**src/hdl/tdps_pkg.sv**
```systemverilog
// Package for the three-drone proximity supervisor.
// Shared types, codes and case tables; no dependencies.
`default_nettype none
package tdps_pkg;

    localparam int STATUS_BITS = 4;
    localparam int HOV_BITS    = 2;
    localparam int KIND_BITS   = 3;

    localparam logic [KIND_BITS-1:0] KIND_TICK    = 3'd0;
    localparam logic [KIND_BITS-1:0] KIND_LEADER  = 3'd1;
    localparam logic [KIND_BITS-1:0] KIND_FIRST   = 3'd2;
    localparam logic [KIND_BITS-1:0] KIND_SECOND  = 3'd3;
    localparam logic [KIND_BITS-1:0] KIND_TGT_ONE = 3'd4;
    localparam logic [KIND_BITS-1:0] KIND_TGT_TWO = 3'd5;

    localparam logic CFG_CRASH = 1'b0;
    localparam logic CFG_AVOID = 1'b1;

    localparam logic [HOV_BITS-1:0] HOV_NONE    = 2'd0;
    localparam logic [HOV_BITS-1:0] HOV_RELEASE = 2'd1;
    localparam logic [HOV_BITS-1:0] HOV_HOLD    = 2'd2;

    localparam logic [1:0] MODE_UNSET  = 2'd0;
    localparam logic [1:0] MODE_STOP   = 2'd1;
    localparam logic [1:0] MODE_TRYING = 2'd2;

    localparam logic [STATUS_BITS-1:0] ST_CLEAR      = 4'd0;
    localparam logic [STATUS_BITS-1:0] ST_WARN_LF    = 4'd1;
    localparam logic [STATUS_BITS-1:0] ST_MULTI_WARN = 4'd4;
    localparam logic [STATUS_BITS-1:0] ST_CRASH_LF   = 4'd5;
    localparam logic [STATUS_BITS-1:0] ST_CRASH_LS   = 4'd6;
    localparam logic [STATUS_BITS-1:0] ST_CRASH_FS   = 4'd7;
    localparam logic [STATUS_BITS-1:0] ST_MULTI_CRSH = 4'd8;

    // Per avoidance case: held drones, tried follower, reference drones, closing pairs.
    localparam logic [2:0] CASE_HOLD [4] = '{3'd3, 3'd5, 3'd6, 3'd7};
    localparam logic [1:0] CASE_FOLL [4] = '{2'd1, 2'd2, 2'd1, 2'd2};
    localparam logic [2:0] CASE_REFS [4] = '{3'd1, 3'd1, 3'd4, 3'd3};
    localparam logic [2:0] CASE_CLOS [4] = '{3'd1, 3'd2, 3'd4, 3'd6};

    // Sequencer states of the back end.
    typedef enum logic [3:0] {
        S_IDLE,
        S_PAIR_SUB,
        S_PAIR_SQ,
        S_PAIR_ACC,
        S_STATUS,
        S_REJ_SCAN,
        S_REF_SUB,
        S_REF_SQ,
        S_REF_ACC,
        S_DECIDE,
        S_EMIT
    } seq_state_t;

endpackage
`default_nettype wire

```
**src/hdl/tdps_ram.sv**
```systemverilog
// Generic simple dual-port RAM (one write port, one read port) with registered read.
// No dependencies.
`default_nettype none
module tdps_ram #(
    parameter int WIDTH = 8,
    parameter int DEPTH = 8
) (
    input  wire logic                     clk,
    input  wire logic                     we,
    input  wire logic [$clog2(DEPTH)-1:0] waddr,
    input  wire logic [WIDTH-1:0]         wdata,
    input  wire logic [$clog2(DEPTH)-1:0] raddr,
    output logic      [WIDTH-1:0]         rdata
);
    logic [WIDTH-1:0] mem [DEPTH];

    always_ff @(posedge clk)
    begin
        if (we)
        begin
            mem[waddr] <= wdata;
        end
        rdata <= mem[raddr];
    end
endmodule
`default_nettype wire

```
**src/hdl/tdps_front.sv**
```systemverilog
// Front end: accepts words, drops unknown kinds, and queues them for the back end.
// Uses tdps_pkg.
`default_nettype none
module tdps_front #(
    parameter int COORD_BITS = 16
) (
    input  wire logic                     clk,
    input  wire logic                     rst_n,
    input  wire logic                     push,
    output logic                          full,
    input  wire logic [2:0]               kind,
    input  wire logic [COORD_BITS-1:0]    coord_x,
    input  wire logic [COORD_BITS-1:0]    coord_y,
    input  wire logic [COORD_BITS-1:0]    coord_z,
    output logic                          q_valid,
    input  wire logic                     q_take,
    output logic [2:0]                    q_kind,
    output logic [3*COORD_BITS-1:0]       q_coord
);
    localparam int W = 3 + 3 * COORD_BITS;

    logic [W-1:0] slot_reg [2];
    logic [1:0]   cnt_reg, cnt_next;
    logic         wr_reg, wr_next, rd_reg, rd_next;
    logic         known, wr_en, rd_en;

    assign known = (kind <= tdps_pkg::KIND_TGT_TWO);
    assign full  = (cnt_reg == 2'd2);
    assign wr_en = push && !full && known;
    assign rd_en = q_take && (cnt_reg != 2'd0);

    always_comb
    begin
        cnt_next = cnt_reg + {1'b0, wr_en} - {1'b0, rd_en};
        wr_next  = wr_reg ^ wr_en;
        rd_next  = rd_reg ^ rd_en;
    end

    always_ff @(posedge clk or negedge rst_n)
    begin
        if (!rst_n)
        begin
            cnt_reg <= '0;
            wr_reg  <= 1'b0;
            rd_reg  <= 1'b0;
        end
        else
        begin
            cnt_reg <= cnt_next;
            wr_reg  <= wr_next;
            rd_reg  <= rd_next;
        end
    end

    always_ff @(posedge clk)
    begin
        if (wr_en)
        begin
            slot_reg[wr_reg] <= {kind, coord_x, coord_y, coord_z};
        end
    end

    assign q_valid = (cnt_reg != 2'd0);
    assign q_kind  = slot_reg[rd_reg][W-1 -: 3];
    assign q_coord = slot_reg[rd_reg][3*COORD_BITS-1:0];
endmodule
`default_nettype wire

```
**src/hdl/tdps_back.sv**
```systemverilog
// Back end: stores positions and targets, runs distance checks and the
// per-case mode sequencer, and holds one finished result. Uses tdps_pkg, tdps_ram.
`default_nettype none
module tdps_back #(
    parameter int COORD_BITS   = 16,
    parameter int REJECT_DEPTH = 8
) (
    input  wire logic                   clk,
    input  wire logic                   rst_n,
    input  wire logic                   cfg_we,
    input  wire logic                   cfg_index,
    input  wire logic [15:0]            cfg_data,
    input  wire logic                   q_valid,
    output logic                        q_take,
    input  wire logic [2:0]             q_kind,
    input  wire logic [3*COORD_BITS-1:0] q_coord,
    output logic                        empty,
    input  wire logic                   pop,
    output logic [3:0]                  status,
    output logic [1:0]                  hover_leader,
    output logic [1:0]                  hover_first,
    output logic [1:0]                  hover_second,
    output logic                        reset_first,
    output logic                        reset_second
);
    localparam int CB   = COORD_BITS;
    localparam int DB   = CB + 1;          // difference width
    localparam int SQB  = 2 * DB;          // square width
    localparam int SUMB = SQB + 2;         // sum of three squares
    localparam int RIB  = (REJECT_DEPTH > 1) ? $clog2(REJECT_DEPTH) : 1;
    localparam int CNTB = $clog2(REJECT_DEPTH + 1);
    localparam int RAB  = 2 + RIB;
    localparam int RDEP = 4 << RIB;
    localparam int PW   = 3 * CB;

    logic [15:0] crash_reg, avoid_reg;
    logic [31:0] rz2_reg, ra2_reg;

    logic [PW-1:0] pos_reg [3];
    logic [PW-1:0] tgt_reg [2];
    logic [PW-1:0] tried_reg [4];
    logic [SUMB-1:0] prev_reg [3];
    logic [2:0]      clos_reg;
    logic [1:0]      mode_reg [4];
    logic [CNTB-1:0] rcnt_reg [4];

    tdps_pkg::seq_state_t st_reg, st_next;
    logic [1:0]      pair_reg, axis_reg;      // pair or reference index, axis
    logic [DB-1:0]   diff_reg;
    logic [SQB-1:0]  sq_reg;
    logic [SUMB-1:0] acc_reg;
    logic [1:0]      band_reg [3];
    logic [1:0]      case_reg;
    logic [3:0]      st_code_reg;
    logic            bad_reg, near_reg;
    logic [RIB-1:0]  scan_reg;
    logic            scan_live_reg;

    logic            out_full_reg;
    logic [3:0]      o_status_reg;
    logic [1:0]      o_hov_reg [3];
    logic            o_r1_reg, o_r2_reg;

    // Rejected-target store.
    logic            ram_we;
    logic [RAB-1:0]  ram_waddr, ram_raddr;
    logic [PW-1:0]   ram_rdata;

    tdps_ram #(.WIDTH(PW), .DEPTH(RDEP)) u_rej (
        .clk(clk), .we(ram_we), .waddr(ram_waddr), .wdata(tried_reg[case_reg]),
        .raddr(ram_raddr), .rdata(ram_rdata)
    );
    // While scanning, the address runs one entry ahead of the compared entry.
    assign ram_raddr = {case_reg, scan_live_reg ? scan_reg + RIB'(1) : scan_reg};

    // Operand selection for the shared subtract / square unit.
    logic [PW-1:0] opa, opb;
    logic [CB-1:0] ca, cb;
    logic [1:0]    pa, pb;
    logic [1:0]    foll;
    always_comb
    begin
        foll = tdps_pkg::CASE_FOLL[case_reg];
        pa = (pair_reg == 2'd2) ? 2'd1 : 2'd0;
        pb = (pair_reg == 2'd0) ? 2'd1 : 2'd2;
        if (st_reg == tdps_pkg::S_PAIR_SUB)
        begin
            opa = pos_reg[pa];
            opb = pos_reg[pb];
        end
        else
        begin
            opa = tgt_reg[foll[1]];
            opb = pos_reg[pair_reg];
        end
        case (axis_reg)
            2'd0:    begin ca = opa[PW-1 -: CB];   cb = opb[PW-1 -: CB];   end
            2'd1:    begin ca = opa[2*CB-1 -: CB]; cb = opb[2*CB-1 -: CB]; end
            default: begin ca = opa[CB-1:0];       cb = opb[CB-1:0];       end
        endcase
    end

    logic signed [DB-1:0] dsum;
    logic [DB-1:0]        dabs;
    logic [SUMB-1:0]      acc_sum;
    assign dsum    = $signed({ca[CB-1], ca}) - $signed({cb[CB-1], cb});
    assign dabs    = dsum[DB-1] ? DB'(-dsum) : DB'(dsum);
    assign acc_sum = acc_reg + SUMB'(sq_reg);

    // Status from the three bands.
    logic [3:0] code;
    logic [1:0] nband;
    logic       any_crash;
    always_comb
    begin
        code = tdps_pkg::ST_CLEAR;
        nband = '0;
        any_crash = 1'b0;
        for (int p = 0; p < 3; p++)
        begin
            if (band_reg[p] != 2'd0)
            begin
                nband = nband + 2'd1;
                code = (band_reg[p] == 2'd2) ? tdps_pkg::ST_CRASH_LF + 4'(p)
                                             : tdps_pkg::ST_WARN_LF + 4'(p);
            end
            if (band_reg[p] == 2'd2)
            begin
                any_crash = 1'b1;
            end
        end
        if (nband >= 2'd2)
        begin
            code = any_crash ? tdps_pkg::ST_MULTI_CRSH : tdps_pkg::ST_MULTI_WARN;
        end
    end

    logic last_axis, scan_end, closing, rej_hit;
    logic [CNTB-1:0] cur_cnt;
    assign last_axis = (axis_reg == 2'd2);
    assign cur_cnt   = rcnt_reg[case_reg];
    assign scan_end  = (CNTB'(scan_reg) + CNTB'(1) >= cur_cnt) ||
                       (CNTB'(scan_reg) == CNTB'(REJECT_DEPTH - 1));
    assign closing   = |(tdps_pkg::CASE_CLOS[case_reg] & clos_reg);
    assign rej_hit   = scan_live_reg && (ram_rdata == tgt_reg[foll[1]]);

    // Next state.
    always_comb
    begin
        st_next = st_reg;
        case (st_reg)
            tdps_pkg::S_IDLE:
                if (q_valid && !out_full_reg && q_kind == tdps_pkg::KIND_TICK)
                    st_next = tdps_pkg::S_PAIR_SUB;
            tdps_pkg::S_PAIR_SUB: st_next = tdps_pkg::S_PAIR_SQ;
            tdps_pkg::S_PAIR_SQ:  st_next = tdps_pkg::S_PAIR_ACC;
            tdps_pkg::S_PAIR_ACC:
                if (last_axis && pair_reg == 2'd2) st_next = tdps_pkg::S_STATUS;
                else                               st_next = tdps_pkg::S_PAIR_SUB;
            tdps_pkg::S_STATUS:
                if (code >= tdps_pkg::ST_WARN_LF && code <= tdps_pkg::ST_MULTI_WARN
                    && mode_reg[code[1:0] - 2'd1] == tdps_pkg::MODE_STOP)
                    st_next = (rcnt_reg[code[1:0] - 2'd1] != '0)
                              ? tdps_pkg::S_REJ_SCAN : tdps_pkg::S_REF_SUB;
                else
                    st_next = tdps_pkg::S_DECIDE;
            tdps_pkg::S_REJ_SCAN:
                if (scan_end && !scan_live_reg) st_next = tdps_pkg::S_REJ_SCAN;
                else if (!scan_live_reg)        st_next = tdps_pkg::S_REJ_SCAN;
                else if (rej_hit || bad_reg)    st_next = tdps_pkg::S_DECIDE;
                else if (scan_end)              st_next = tdps_pkg::S_REF_SUB;
            tdps_pkg::S_REF_SUB:  st_next = tdps_pkg::S_REF_SQ;
            tdps_pkg::S_REF_SQ:   st_next = tdps_pkg::S_REF_ACC;
            tdps_pkg::S_REF_ACC:
                if (last_axis && pair_reg == 2'd2) st_next = tdps_pkg::S_DECIDE;
                else                               st_next = tdps_pkg::S_REF_SUB;
            tdps_pkg::S_DECIDE:   st_next = tdps_pkg::S_EMIT;
            tdps_pkg::S_EMIT:     st_next = tdps_pkg::S_IDLE;
            default:              st_next = tdps_pkg::S_IDLE;
        endcase
    end

    // Queue take and RAM write strobes.
    always_comb
    begin
        q_take    = 1'b0;
        ram_we    = 1'b0;
        ram_waddr = {case_reg, cur_cnt[RIB-1:0]};
        case (st_reg)
            tdps_pkg::S_IDLE:
                q_take = q_valid && !out_full_reg && q_kind != tdps_pkg::KIND_TICK;
            tdps_pkg::S_EMIT:
                q_take = 1'b1;
            tdps_pkg::S_DECIDE:
                ram_we = (st_code_reg >= tdps_pkg::ST_WARN_LF)
                         && (st_code_reg <= tdps_pkg::ST_MULTI_WARN)
                         && mode_reg[case_reg] == tdps_pkg::MODE_TRYING && closing
                         && cur_cnt < CNTB'(REJECT_DEPTH);
            default: ;
        endcase
    end

    logic [SUMB-1:0] ra2w, rz2w;
    assign ra2w = SUMB'(ra2_reg);
    assign rz2w = SUMB'(rz2_reg);

    always_ff @(posedge clk or negedge rst_n)
    begin
        if (!rst_n)
        begin
            st_reg       <= tdps_pkg::S_IDLE;
            crash_reg    <= 16'd179;
            avoid_reg    <= 16'd256;
            rz2_reg      <= 32'd179 * 32'd179;
            ra2_reg      <= 32'd256 * 32'd256;
            clos_reg     <= '0;
            out_full_reg <= 1'b0;
            for (int i = 0; i < 3; i++)
            begin
                pos_reg[i]  <= '0;
                prev_reg[i] <= '0;
            end
            for (int i = 0; i < 2; i++)
                tgt_reg[i] <= '0;
            for (int i = 0; i < 4; i++)
            begin
                mode_reg[i] <= tdps_pkg::MODE_UNSET;
                rcnt_reg[i] <= '0;
            end
        end
        else
        begin
            st_reg  <= st_next;
            rz2_reg <= crash_reg * crash_reg;
            ra2_reg <= avoid_reg * avoid_reg;
            if (cfg_we)
            begin
                if (cfg_index == tdps_pkg::CFG_CRASH) crash_reg <= cfg_data;
                else                                  avoid_reg <= cfg_data;
            end
            if (pop && out_full_reg)
                out_full_reg <= 1'b0;
            if (st_reg == tdps_pkg::S_IDLE && q_take)
            begin
                case (q_kind)
                    tdps_pkg::KIND_LEADER:  pos_reg[0] <= q_coord;
                    tdps_pkg::KIND_FIRST:   pos_reg[1] <= q_coord;
                    tdps_pkg::KIND_SECOND:  pos_reg[2] <= q_coord;
                    tdps_pkg::KIND_TGT_ONE: tgt_reg[0] <= q_coord;
                    tdps_pkg::KIND_TGT_TWO: tgt_reg[1] <= q_coord;
                    default: ;
                endcase
            end
            if (st_reg == tdps_pkg::S_PAIR_ACC && last_axis)
            begin
                prev_reg[pair_reg] <= acc_sum;
                if (acc_sum > rz2w && acc_sum <= ra2w)
                    clos_reg[pair_reg] <= acc_sum < prev_reg[pair_reg];
            end
            if (st_reg == tdps_pkg::S_STATUS && code >= tdps_pkg::ST_WARN_LF
                && code <= tdps_pkg::ST_MULTI_WARN)
            begin
                for (int i = 0; i < 4; i++)
                    if (i != int'(code) - 1) mode_reg[i] <= tdps_pkg::MODE_STOP;
            end
            if (st_reg == tdps_pkg::S_STATUS && code == tdps_pkg::ST_CLEAR)
            begin
                for (int i = 0; i < 3; i++)
                begin
                    mode_reg[i] <= tdps_pkg::MODE_STOP;
                    rcnt_reg[i] <= '0;
                end
            end
            if (st_reg == tdps_pkg::S_DECIDE && st_code_reg >= tdps_pkg::ST_WARN_LF
                && st_code_reg <= tdps_pkg::ST_MULTI_WARN)
            begin
                if (mode_reg[case_reg] == tdps_pkg::MODE_STOP && !bad_reg && !near_reg)
                begin
                    mode_reg[case_reg]  <= tdps_pkg::MODE_TRYING;
                end
                else if (mode_reg[case_reg] == tdps_pkg::MODE_TRYING && closing)
                begin
                    mode_reg[case_reg] <= tdps_pkg::MODE_STOP;
                    if (ram_we) rcnt_reg[case_reg] <= cur_cnt + CNTB'(1);
                end
            end
            if (st_reg == tdps_pkg::S_EMIT)
                out_full_reg <= 1'b1;
        end
    end

    // Datapath registers, no reset needed.
    always_ff @(posedge clk)
    begin
        case (st_reg)
            tdps_pkg::S_IDLE:
            begin
                pair_reg <= 2'd0;
                axis_reg <= 2'd0;
                acc_reg  <= '0;
            end
            tdps_pkg::S_PAIR_SUB, tdps_pkg::S_REF_SUB:
                diff_reg <= dabs;
            tdps_pkg::S_PAIR_SQ, tdps_pkg::S_REF_SQ:
                sq_reg <= diff_reg * diff_reg;
            tdps_pkg::S_PAIR_ACC:
            begin
                if (last_axis)
                begin
                    band_reg[pair_reg] <= (acc_sum <= rz2w) ? 2'd2 :
                                          (acc_sum <= ra2w) ? 2'd1 : 2'd0;
                    acc_reg  <= '0;
                    axis_reg <= 2'd0;
                    pair_reg <= pair_reg + 2'd1;
                end
                else
                begin
                    acc_reg  <= acc_sum;
                    axis_reg <= axis_reg + 2'd1;
                end
            end
            tdps_pkg::S_STATUS:
            begin
                st_code_reg   <= code;
                case_reg      <= code[1:0] - 2'd1;
                bad_reg       <= 1'b0;
                near_reg      <= 1'b0;
                scan_reg      <= '0;
                scan_live_reg <= 1'b0;
                pair_reg      <= 2'd0;
                axis_reg      <= 2'd0;
                acc_reg       <= '0;
            end
            tdps_pkg::S_REJ_SCAN:
            begin
                // Read data is registered and appears in the cycle after its address.
                if (!scan_live_reg)
                    scan_live_reg <= 1'b1;
                else
                begin
                    if (rej_hit) bad_reg <= 1'b1;
                    if (!scan_end) scan_reg <= scan_reg + RIB'(1);
                    else scan_live_reg <= 1'b0;
                end
            end
            tdps_pkg::S_REF_ACC:
            begin
                if (last_axis)
                begin
                    if (tdps_pkg::CASE_REFS[case_reg][pair_reg] && acc_sum <= ra2w)
                        near_reg <= 1'b1;
                    acc_reg  <= '0;
                    axis_reg <= 2'd0;
                    pair_reg <= pair_reg + 2'd1;
                end
                else
                begin
                    acc_reg  <= acc_sum;
                    axis_reg <= axis_reg + 2'd1;
                end
            end
            tdps_pkg::S_DECIDE:
            begin
                o_status_reg <= st_code_reg;
                o_r1_reg <= (st_code_reg == tdps_pkg::ST_CRASH_LF)
                         || (st_code_reg == tdps_pkg::ST_MULTI_CRSH);
                o_r2_reg <= (st_code_reg == tdps_pkg::ST_CRASH_LS)
                         || (st_code_reg == tdps_pkg::ST_CRASH_FS)
                         || (st_code_reg == tdps_pkg::ST_MULTI_CRSH);
                for (int i = 0; i < 3; i++)
                    o_hov_reg[i] <= tdps_pkg::HOV_NONE;
                if (st_code_reg == tdps_pkg::ST_CLEAR)
                begin
                    for (int i = 0; i < 3; i++)
                        o_hov_reg[i] <= tdps_pkg::HOV_RELEASE;
                end
                else if (st_code_reg <= tdps_pkg::ST_MULTI_WARN
                         && mode_reg[case_reg] == tdps_pkg::MODE_STOP)
                begin
                    for (int i = 0; i < 3; i++)
                        if (tdps_pkg::CASE_HOLD[case_reg][i])
                            o_hov_reg[i] <= tdps_pkg::HOV_HOLD;
                    if (!bad_reg && !near_reg)
                    begin
                        o_hov_reg[foll] <= tdps_pkg::HOV_RELEASE;
                        tried_reg[case_reg] <= tgt_reg[foll[1]];
                    end
                end
            end
            default: ;
        endcase
    end

    assign empty        = !out_full_reg;
    assign status       = o_status_reg;
    assign hover_leader = o_hov_reg[0];
    assign hover_first  = o_hov_reg[1];
    assign hover_second = o_hov_reg[2];
    assign reset_first  = o_r1_reg;
    assign reset_second = o_r2_reg;
endmodule
`default_nettype wire

```
**src/hdl/three_drone_proximity_supervisor.sv**
```systemverilog
// Top level of the three-drone proximity supervisor.
// Uses tdps_pkg, tdps_front, tdps_back.
//
// Words enter through push/full: kind selects a position update (leader,
// first, second follower), a follower target update, or a tick. Kinds 6 and 7
// are dropped. Updates give no result; the back end absorbs them while idle.
// A tick gives one result word on empty/pop: a status code, the hover command
// per drone and crash reset flags.
// A tick runs three pairwise squared distances through one shared
// subtract/square/accumulate unit, then, in an avoidance case, scans the
// case's rejected-target list in a RAM (one entry per cycle) and checks the
// target against up to two drones.
// A two-word queue separates the front end from the back end. The result
// register holds one word; while it is not popped, the back end waits and
// the front queue fills, then full rises.
// Reset restores the default radii (0.7 m crash, 1.0 m avoid), clears all
// positions, targets, modes and list counts. The user must write the
// cfg_we/cfg_index/cfg_data configuration only while idle (not enforced).
`default_nettype none
module three_drone_proximity_supervisor #(
    parameter int COORD_BITS   = 16,
    parameter int REJECT_DEPTH = 8
) (
    input  wire logic                  clk,
    input  wire logic                  rst_n,
    input  wire logic                  cfg_we,
    input  wire logic                  cfg_index,
    input  wire logic [15:0]           cfg_data,
    input  wire logic                  push,
    output logic                       full,
    input  wire logic [2:0]            kind,
    input  wire logic [COORD_BITS-1:0] coord_x,
    input  wire logic [COORD_BITS-1:0] coord_y,
    input  wire logic [COORD_BITS-1:0] coord_z,
    output logic                       empty,
    input  wire logic                  pop,
    output logic [3:0]                 status,
    output logic [1:0]                 hover_leader,
    output logic [1:0]                 hover_first,
    output logic [1:0]                 hover_second,
    output logic                       reset_first,
    output logic                       reset_second
);
    logic                      q_valid, q_take;
    logic [2:0]                q_kind;
    logic [3*COORD_BITS-1:0]   q_coord;

    tdps_front #(.COORD_BITS(COORD_BITS)) u_front (
        .clk(clk), .rst_n(rst_n), .push(push), .full(full), .kind(kind),
        .coord_x(coord_x), .coord_y(coord_y), .coord_z(coord_z),
        .q_valid(q_valid), .q_take(q_take), .q_kind(q_kind), .q_coord(q_coord)
    );

    tdps_back #(.COORD_BITS(COORD_BITS), .REJECT_DEPTH(REJECT_DEPTH)) u_back (
        .clk(clk), .rst_n(rst_n), .cfg_we(cfg_we), .cfg_index(cfg_index),
        .cfg_data(cfg_data), .q_valid(q_valid), .q_take(q_take),
        .q_kind(q_kind), .q_coord(q_coord), .empty(empty), .pop(pop),
        .status(status), .hover_leader(hover_leader), .hover_first(hover_first),
        .hover_second(hover_second), .reset_first(reset_first),
        .reset_second(reset_second)
    );
endmodule
`default_nettype wire
```
**config.mk**
```make
export PLATFORM = sky130hd
export DESIGN_NAME = three_drone_proximity_supervisor
export DESIGN_NICKNAME = d
export VERILOG_FILES = /design/src/hdl/tdps_pkg.sv /design/src/hdl/tdps_ram.sv /design/src/hdl/tdps_front.sv /design/src/hdl/tdps_back.sv /design/src/hdl/three_drone_proximity_supervisor.sv
export SDC_FILE = /design/constraint.sdc
export NUM_CORES = 2
export LEC_CHECK = 0
export ABC_CLOCK_PERIOD_IN_PS = 8800
export BUFFER_PORTS_ARGS = -buffer_cell sky130_fd_sc_hd__buf_2
export CORE_MARGIN = 2
export CORE_UTILIZATION = 55
export DETAILED_ROUTE_END_ITERATION = 12
export PLACE_DENSITY = 0.69
export SLEW_MARGIN = 15
export SYNTH_ARGS = -nofsm -noshare
export SYNTH_HDL_FRONTEND = slang
export SYNTH_HIERARCHICAL = 1
export SYNTH_SLANG_ARGS = --single-unit
```
**constraint.sdc**
```tcl
create_clock -name clk -period 8.8 [get_ports clk]
set_input_delay 1.32 -clock clk [delete_from_list [all_inputs] [get_ports clk]]
set_output_delay 1.32 -clock clk [all_outputs]
set_load 0.03 [all_outputs]
```
* Yosys cells after proc, flatten, opt, wreduce, memory -nomap -nowiden
Memories as Yosys holds them, arrays and structs flattened. A register that Yosys moved wholly into a read port is not among the register bits. Cells that the tools add are included.
Storage, ports and cells: register bits after elaboration 589, latch bits 0, RAM bits 1842, memory bits (read-only) 0, input port bits 73, output and inout bits 14, word-level logic and storage cells 390, memories kept 5
Operators by class: add/subtract/negate cells 14, multipliers 3, div/mod/pow operators 0, $lt $le $gt $ge 22, eq/ne operators 42, shift-type cells 0, mux-type cells 161, bitwise gates (word level) 23, reductions and logical operators 79
Memories:
- u_back.u_rej.mem | words 32, width 48, rd ports 1, clocked after Yosys merged registers in 1, wr ports 1, RTL line tdps_ram.sv:15 | logic [WIDTH-1:0] mem [DEPTH];
- u_back.tried_reg | words 4, width 48, rd ports 1, clocked after Yosys merged registers in 1, wr ports 1, RTL line tdps_back.sv:41 | logic [PW-1:0] tried_reg [4];
- u_front.slot_reg | words 2, width 51, rd ports 1, clocked after Yosys merged registers in 0, wr ports 1, RTL line tdps_front.sv:22 | logic [W-1:0] slot_reg [2];
- u_back.band_reg | words 3, width 2, rd ports 3, clocked after Yosys merged registers in 0, wr ports 1, RTL line tdps_back.sv:52 | logic [1:0] band_reg [3];
- u_back.o_hov_reg | words 3, width 2, rd ports 3, clocked after Yosys merged registers in 0, wr ports 4, RTL line tdps_back.sv:61 | logic [1:0] o_hov_reg [3];
Operators by type and width (count):
- $mux W48 | 11
- $bmux W48 S2 | 3
- $mux W36 | 4
- $bwmux W108 | 1
- $mux W16 | 5
- $bmux W36 S2 | 1
- $demux W36 S2 | 1
- $le A36 B32 Y1 | 2
- $pmux W36 S2 | 1
- $mux W4 | 17
- $mul A16 B16 Y32 | 2
- $ne A3 B32 Y1 const A | 2
- $pmux W16 S2 | 2
- $mux W2 | 25
- $mux W1 | 49
- $eq A48 B48 Y1 | 1
- $pmux W4 S10 | 1
- $mux W3 | 13
- $add A36 B34 Y36 | 1
- $gt A36 B32 Y1 | 1
- $lt A36 B36 Y1 | 1
- $mul A17 B17 Y34 | 1
- $logic_and A1 B1 Y1 | 33
- $mux W8 | 4
- other kinds (71) | 162

* Depth between registers and ports, before layout
An unclocked memory read counts as a cell.
word-level depth 18, depth in mapped cells 25

* Modules after synthesis
The synthesis kept the hierarchy.
By module, submodules not included:
- tdps_ram | instances 1, cells each 3364, area each 60724.5 µm², sequential area each 47085.2 µm²
- tdps_back | instances 1, cells each 5594, area each 60660.7 µm², sequential area each 21250.4 µm²
- tdps_front | instances 1, cells each 180, area each 4159.0 µm², sequential area each 3163.0 µm²

* Least setup slack after synthesis
No wires, ideal clock.
kind flip-flop to flip-flop, start reg u_back.case_reg[1], end mem u_back/tried_reg[0][0] (netlist bit), enable pin, setup time 0.579 ns, data arrival time 6.634 ns, data required time 8.221 ns, setup slack 1.587 ns, stages on the path, launching flop included 6, path buffers 1, cells stage by stage edfxtp_1 > clkbuf_1 > mux4_2 > nand2b_1 > or3_1 > nor4_1
On the way: cells in the longest elaborated chain, start to end 10
RTL lines:
- from (decl) | RTL line tdps_back.sv:53 | logic [1:0] case_reg;
- from (signal assigned) | RTL line tdps_back.sv:325 | case_reg <= code[1:0] - 2'd1;
- $not A2 Y3 (implied by the code) | RTL line tdps_back.sv:378 | && mode_reg[case_reg] == tdps_pkg::MODE_STOP)
- $bmux W2 S2 | RTL line tdps_back.sv:378
- $mux W2 (implied by the code) (2 in series) | RTL line tdps_back.sv:378
- $eq A2 B1 Y1 | RTL line tdps_back.sv:378
- $logic_and A1 B1 Y1 | RTL line tdps_back.sv:378
- $mux W1 | RTL line tdps_back.sv:377 | else if (st_code_reg <= tdps_pkg::ST_MULTI_WARN
- $mux W1 | RTL line tdps_back.sv:372 | if (st_code_reg == tdps_pkg::ST_CLEAR)
- $mux W1 | RTL line tdps_back.sv:295 | case (st_reg)
- $mux W1 (implied by the code) | RTL line tdps_back.sv:386 | tried_reg[case_reg] <= tgt_reg[foll[1]];
- to (decl) | RTL line tdps_back.sv:41
Parallel ways exist; a longest one is shown, timed or not. The select of a mux whose other input is x is not followed.

* Final worst setup path
start reg u_back.diff_reg[10], end reg u_back.sq_reg[33], data pin
On the way: cells in the longest elaborated chain, start to end 1
RTL lines:
- from (decl) | RTL line tdps_back.sv:49 | logic [DB-1:0] diff_reg;
- from (signal assigned) | RTL line tdps_back.sv:303 | diff_reg <= dabs;
- $mul A17 B17 Y34 | RTL line tdps_back.sv:305 | sq_reg <= diff_reg * diff_reg;
- to (signal assigned) | RTL line tdps_back.sv:305
- to (decl) | RTL line tdps_back.sv:50 | logic [SQB-1:0] sq_reg;
No other way between the ends. A chain may end at the register's enable or synchronous reset.

==> results by group <==
Synth
  • Post-synthesis cell area: 126,000 µm²
  • Synth top cells by count: 1,946 x edfxtp_1, 852 x inv_1, 841 x mux2i_1
  • Post-synth EDFFs: 1,946
  • Top FF cell, synth: edfxtp_1
  • Synthesized area per cell: 13.7 µm²
  • Synth top area cells: edfxtp_1 47%, dfrtp_1 9.2%, fa_1 8.3%, mux2i_1 6.7%, ha_1 4.8%
  • Most frequent cell after synthesis: edfxtp_1
  • Flops & latches, synth: 2,478
  • Cell taking the most area after synthesis: edfxtp_1
  • Seq/Total Area, Yosys: 57.0%
  • Synth warn: 6
  • Syn nets: 10,200
  • Post-synth top area share: 46.5%
  • Async SR Flop Fraction: 19.3%
  • Cell count after synthesis: 9,138
  • Library cells used by synthesis: 91

CTS
  • TritonCTS clock tree: built
  • Clock root buffer: clkbuf_16
  • Hold buffers post-CTS: 0
  • Setup bufs post-CTS: 0
  • Worst-path clk slew: 0.06 ns
  • PostCTS Resize Cnt: 0
  • Num Clock Sinks: 2,478
  • Clk Latency, worst-skew pair: 0.92 ns
  • CTS Buf Count: 241
  • H-tree level count: 4
  • Max Root-Sink Buffers: 3

Detailed routing
  • Total wire length: 334,000 µm
  • Via density: 6.11
  • Total number of vias: 76,000
  • Routed Antenna Nets: 0
  • WL/cell: 26.8 µm
  • Remaining DRCs: 0
  • DR iter-0 viols: 7,803
  • DRT Pass-1 Iters: 6

Placed design
  • Post-DP HPWL: 212,000 µm
  • Placed Instances: 12,000
  • Placer Congestion: 0.939
  • Port bufs: 86

Critical path
  • Crit Path Category: flop to flop
  • Critical path's top delay family: adder cells
  • Crit-path max cell delay: 1.03 ns
  • Depth of the worst register-to-register path: 21
  • Slowest CP cell: edfxtp_1
  • Crit end category: flop
  • Total stage count of the critical path: 21
  • Crit path buf inv count: 4
  • Data arrival, critical path: 7.73 ns
  • CP Max Fanout: 17
  • CP cell instances: and2_1 -> inv_1 -> fa_1 -> fa_1 -> fa_1 -> inv_1 -> fa_1 -> fa_1 -> inv_1 -> fa_1 -> inv_1 -> ha_1 -> a21oi_1 -> o21ai_0 -> a22o_1 -> a31oi_1 -> o211ai_1 -> a311oi_1 -> o21bai_1 -> a21oi_1 -> xnor2_1
  • Data required, critical path: 9.40 ns
  • CP Launch Type: flop
  • Critical Path Most Common Cell: fa_1

GRT
  • Largest net degree at the start of global routing: 164
  • Initial antenna violation count: 28
  • Global route overflow: 0
  • Vias in the first global route: 76,200
  • First-pass GRT wire length: 494,000 µm
  • Total GRT Usage: 28.8%

STA
  • Minimum clock period: 7.12 ns
  • RSZ-0062 raised after global routing: false
  • Final count of negative-setup-slack endpoints: 0
  • Slew HR: 14.9%
  • Setup TNS: 0 ns
  • Layout Skew: 0.0655 ns
  • Final slew viol count: 0
  • Fin. Hold Viols: 0
  • Worst-margin pin slew: 1.24 ns
  • Fmax: 140 MHz
  • Fin crit share: 80.9%

Outcome
  • Outcome: completed

Die
  • DIE HEIGHT: 482 µm
  • Chip width: 482 µm
  • Starting Density: 55.3%
  • # IOs: 87
  • Core Region: 227,000 µm²
  • Row count: 175
  • Die ar.: 232,000 µm²

Cells and area
  • Seq. cell area: 71,500 µm²
  • # nets final: 10,300
  • Multi-input logic area: 49,100 µm²
  • Largest register FFs: 1,536
  • # fillers: 17,000
  • Share of layout cells above drive strength 1: 12.8%
  • Fin cells: 12,400
  • Layout area overhead: 9.82%

Min path
  • Worst hold path type: input pin to async pin

Run
  • Max-Cap Viols: 0
-- cell usage in the layout, fill, tap and decap left out, drive strengths merged, types with 27 or more instances in the layout --
cell type	synthesis	layout
and2	163	163
nand3	193	193
nand4	34	34
a21oi	346	346
a22oi	181	181
nor2b	36	36
nor3	97	97
a31oi	86	86
xnor2	120	120
nand2	627	627
ha	479	479
a21o	95	95
dfxtp	54	54
inv	856	862
edfxtp	1946	1946
mux2i	841	841
a22o	109	109
a211oi	40	40
mux4	55	55
nand2b	44	44
clkbuf	233	323
xor2	87	87
clkinv	1	83
o21ai	204	204
buf	174	224
fa	519	519
dfrtp	462	462
nor4	27	27
nor2	265	265
mux2	411	411
bufinv	0	42
-- path summary, 6_finish.rpt --
path	start	end	slack, ns
max	u_back/diff_reg[10]$_DFFE_PP_	u_back/sq_reg[33]$_DFFE_PP_	1.68
max reg2reg	u_back/diff_reg[10]$_DFFE_PP_	u_back/sq_reg[33]$_DFFE_PP_	1.68
min in group clk	u_back/prev_reg[51]$_DFFE_PN0P_	u_back/prev_reg[51]$_DFFE_PN0P_	0.48
min	rst_n	u_back/tgt_reg[29]$_DFFE_PN0P_	0.42
min reg2reg	u_back/prev_reg[51]$_DFFE_PN0P_	u_back/prev_reg[51]$_DFFE_PN0P_	0.48
max in group asynchronous	rst_n	u_back/prev_reg[14]$_DFFE_PN0P_	6.66
-- layout make-up --
| class | count | share of cell area, % |
|---|---|---|
| antenna | 9 | 0.0163 |
| clock buffer | 323 | 4.80 |
| clock inverter | 138 | 1.48 |
| inverter | 857 | 2.33 |
| multi-input combinational | 5396 | 35.6 |
| sequential | 2478 | 51.9 |
| tap | 3009 | 2.73 |
| timing repair buffer | 224 | 1.20 |
-- cell families (layout without fill, tap and decap cells) --
logic type | after synthesis | in the layout | synth area share (%)
buf+inv | 1264 | 1542 | 4.29
simple gates | 1587 | 1587 | 5.91
flops | 2478 | 2478 | 57.0
mux | 1307 | 1307 | 11.5
compound gates | 1297 | 1297 | 6.84
xor+xnor | 207 | 207 | 1.44
other cells | 0 | 9 | 0
fa+ha+maj | 998 | 998 | 13.0
-- layer usage --
layer  wire [µm]  global-route usage (%)  vias up
li1            -                       -    33100
met1      139000                    40.4    39100
met2      157000                    46.2     3225
met3       26400                    4.57      569
met4       11600                    9.70       14
met5          84                       0        -
-- through the flow --
| stage | hold slack (ns) | worst slack (ns) | util [%] | instance area, µm² |
|---|---|---|---|---|
| after detailed placement | 0.469 | 1.70 | 56.9 | 129000 |
| after floorplan | 0.366 | 1.59 | - | 126000 |
| after global routing | 0.472 | 1.27 | 60.7 | 138000 |
| final | 0.424 | 1.68 | 60.7 | 138000 |
| after global placement | 0.461 | 1.72 | 56.9 | 129000 |
| after CTS | 0.438 | 1.69 | 60.7 | 138000 |
-- worst register-to-register path: stages, from the launching register on --
cell and delay (ns):
edfxtp_1 1.03, and2_1 0.30, inv_1 0.07, fa_1 0.56
fa_1 0.43, fa_1 0.52, inv_1 0.05, fa_1 0.48
fa_1 0.49, inv_1 0.05, fa_1 0.47, inv_1 0.04
ha_1 0.32, a21oi_1 0.15, o21ai_0 0.18, a22o_1 0.23
a31oi_1 0.37, o211ai_1 0.22, a311oi_1 0.45, o21bai_1 0.15
a21oi_1 0.19, xnor2_1 0.09
Power is left out: the tool's default activity adds up to more than one toggle a clock period on the data nets, which glitch-free logic cannot reach.
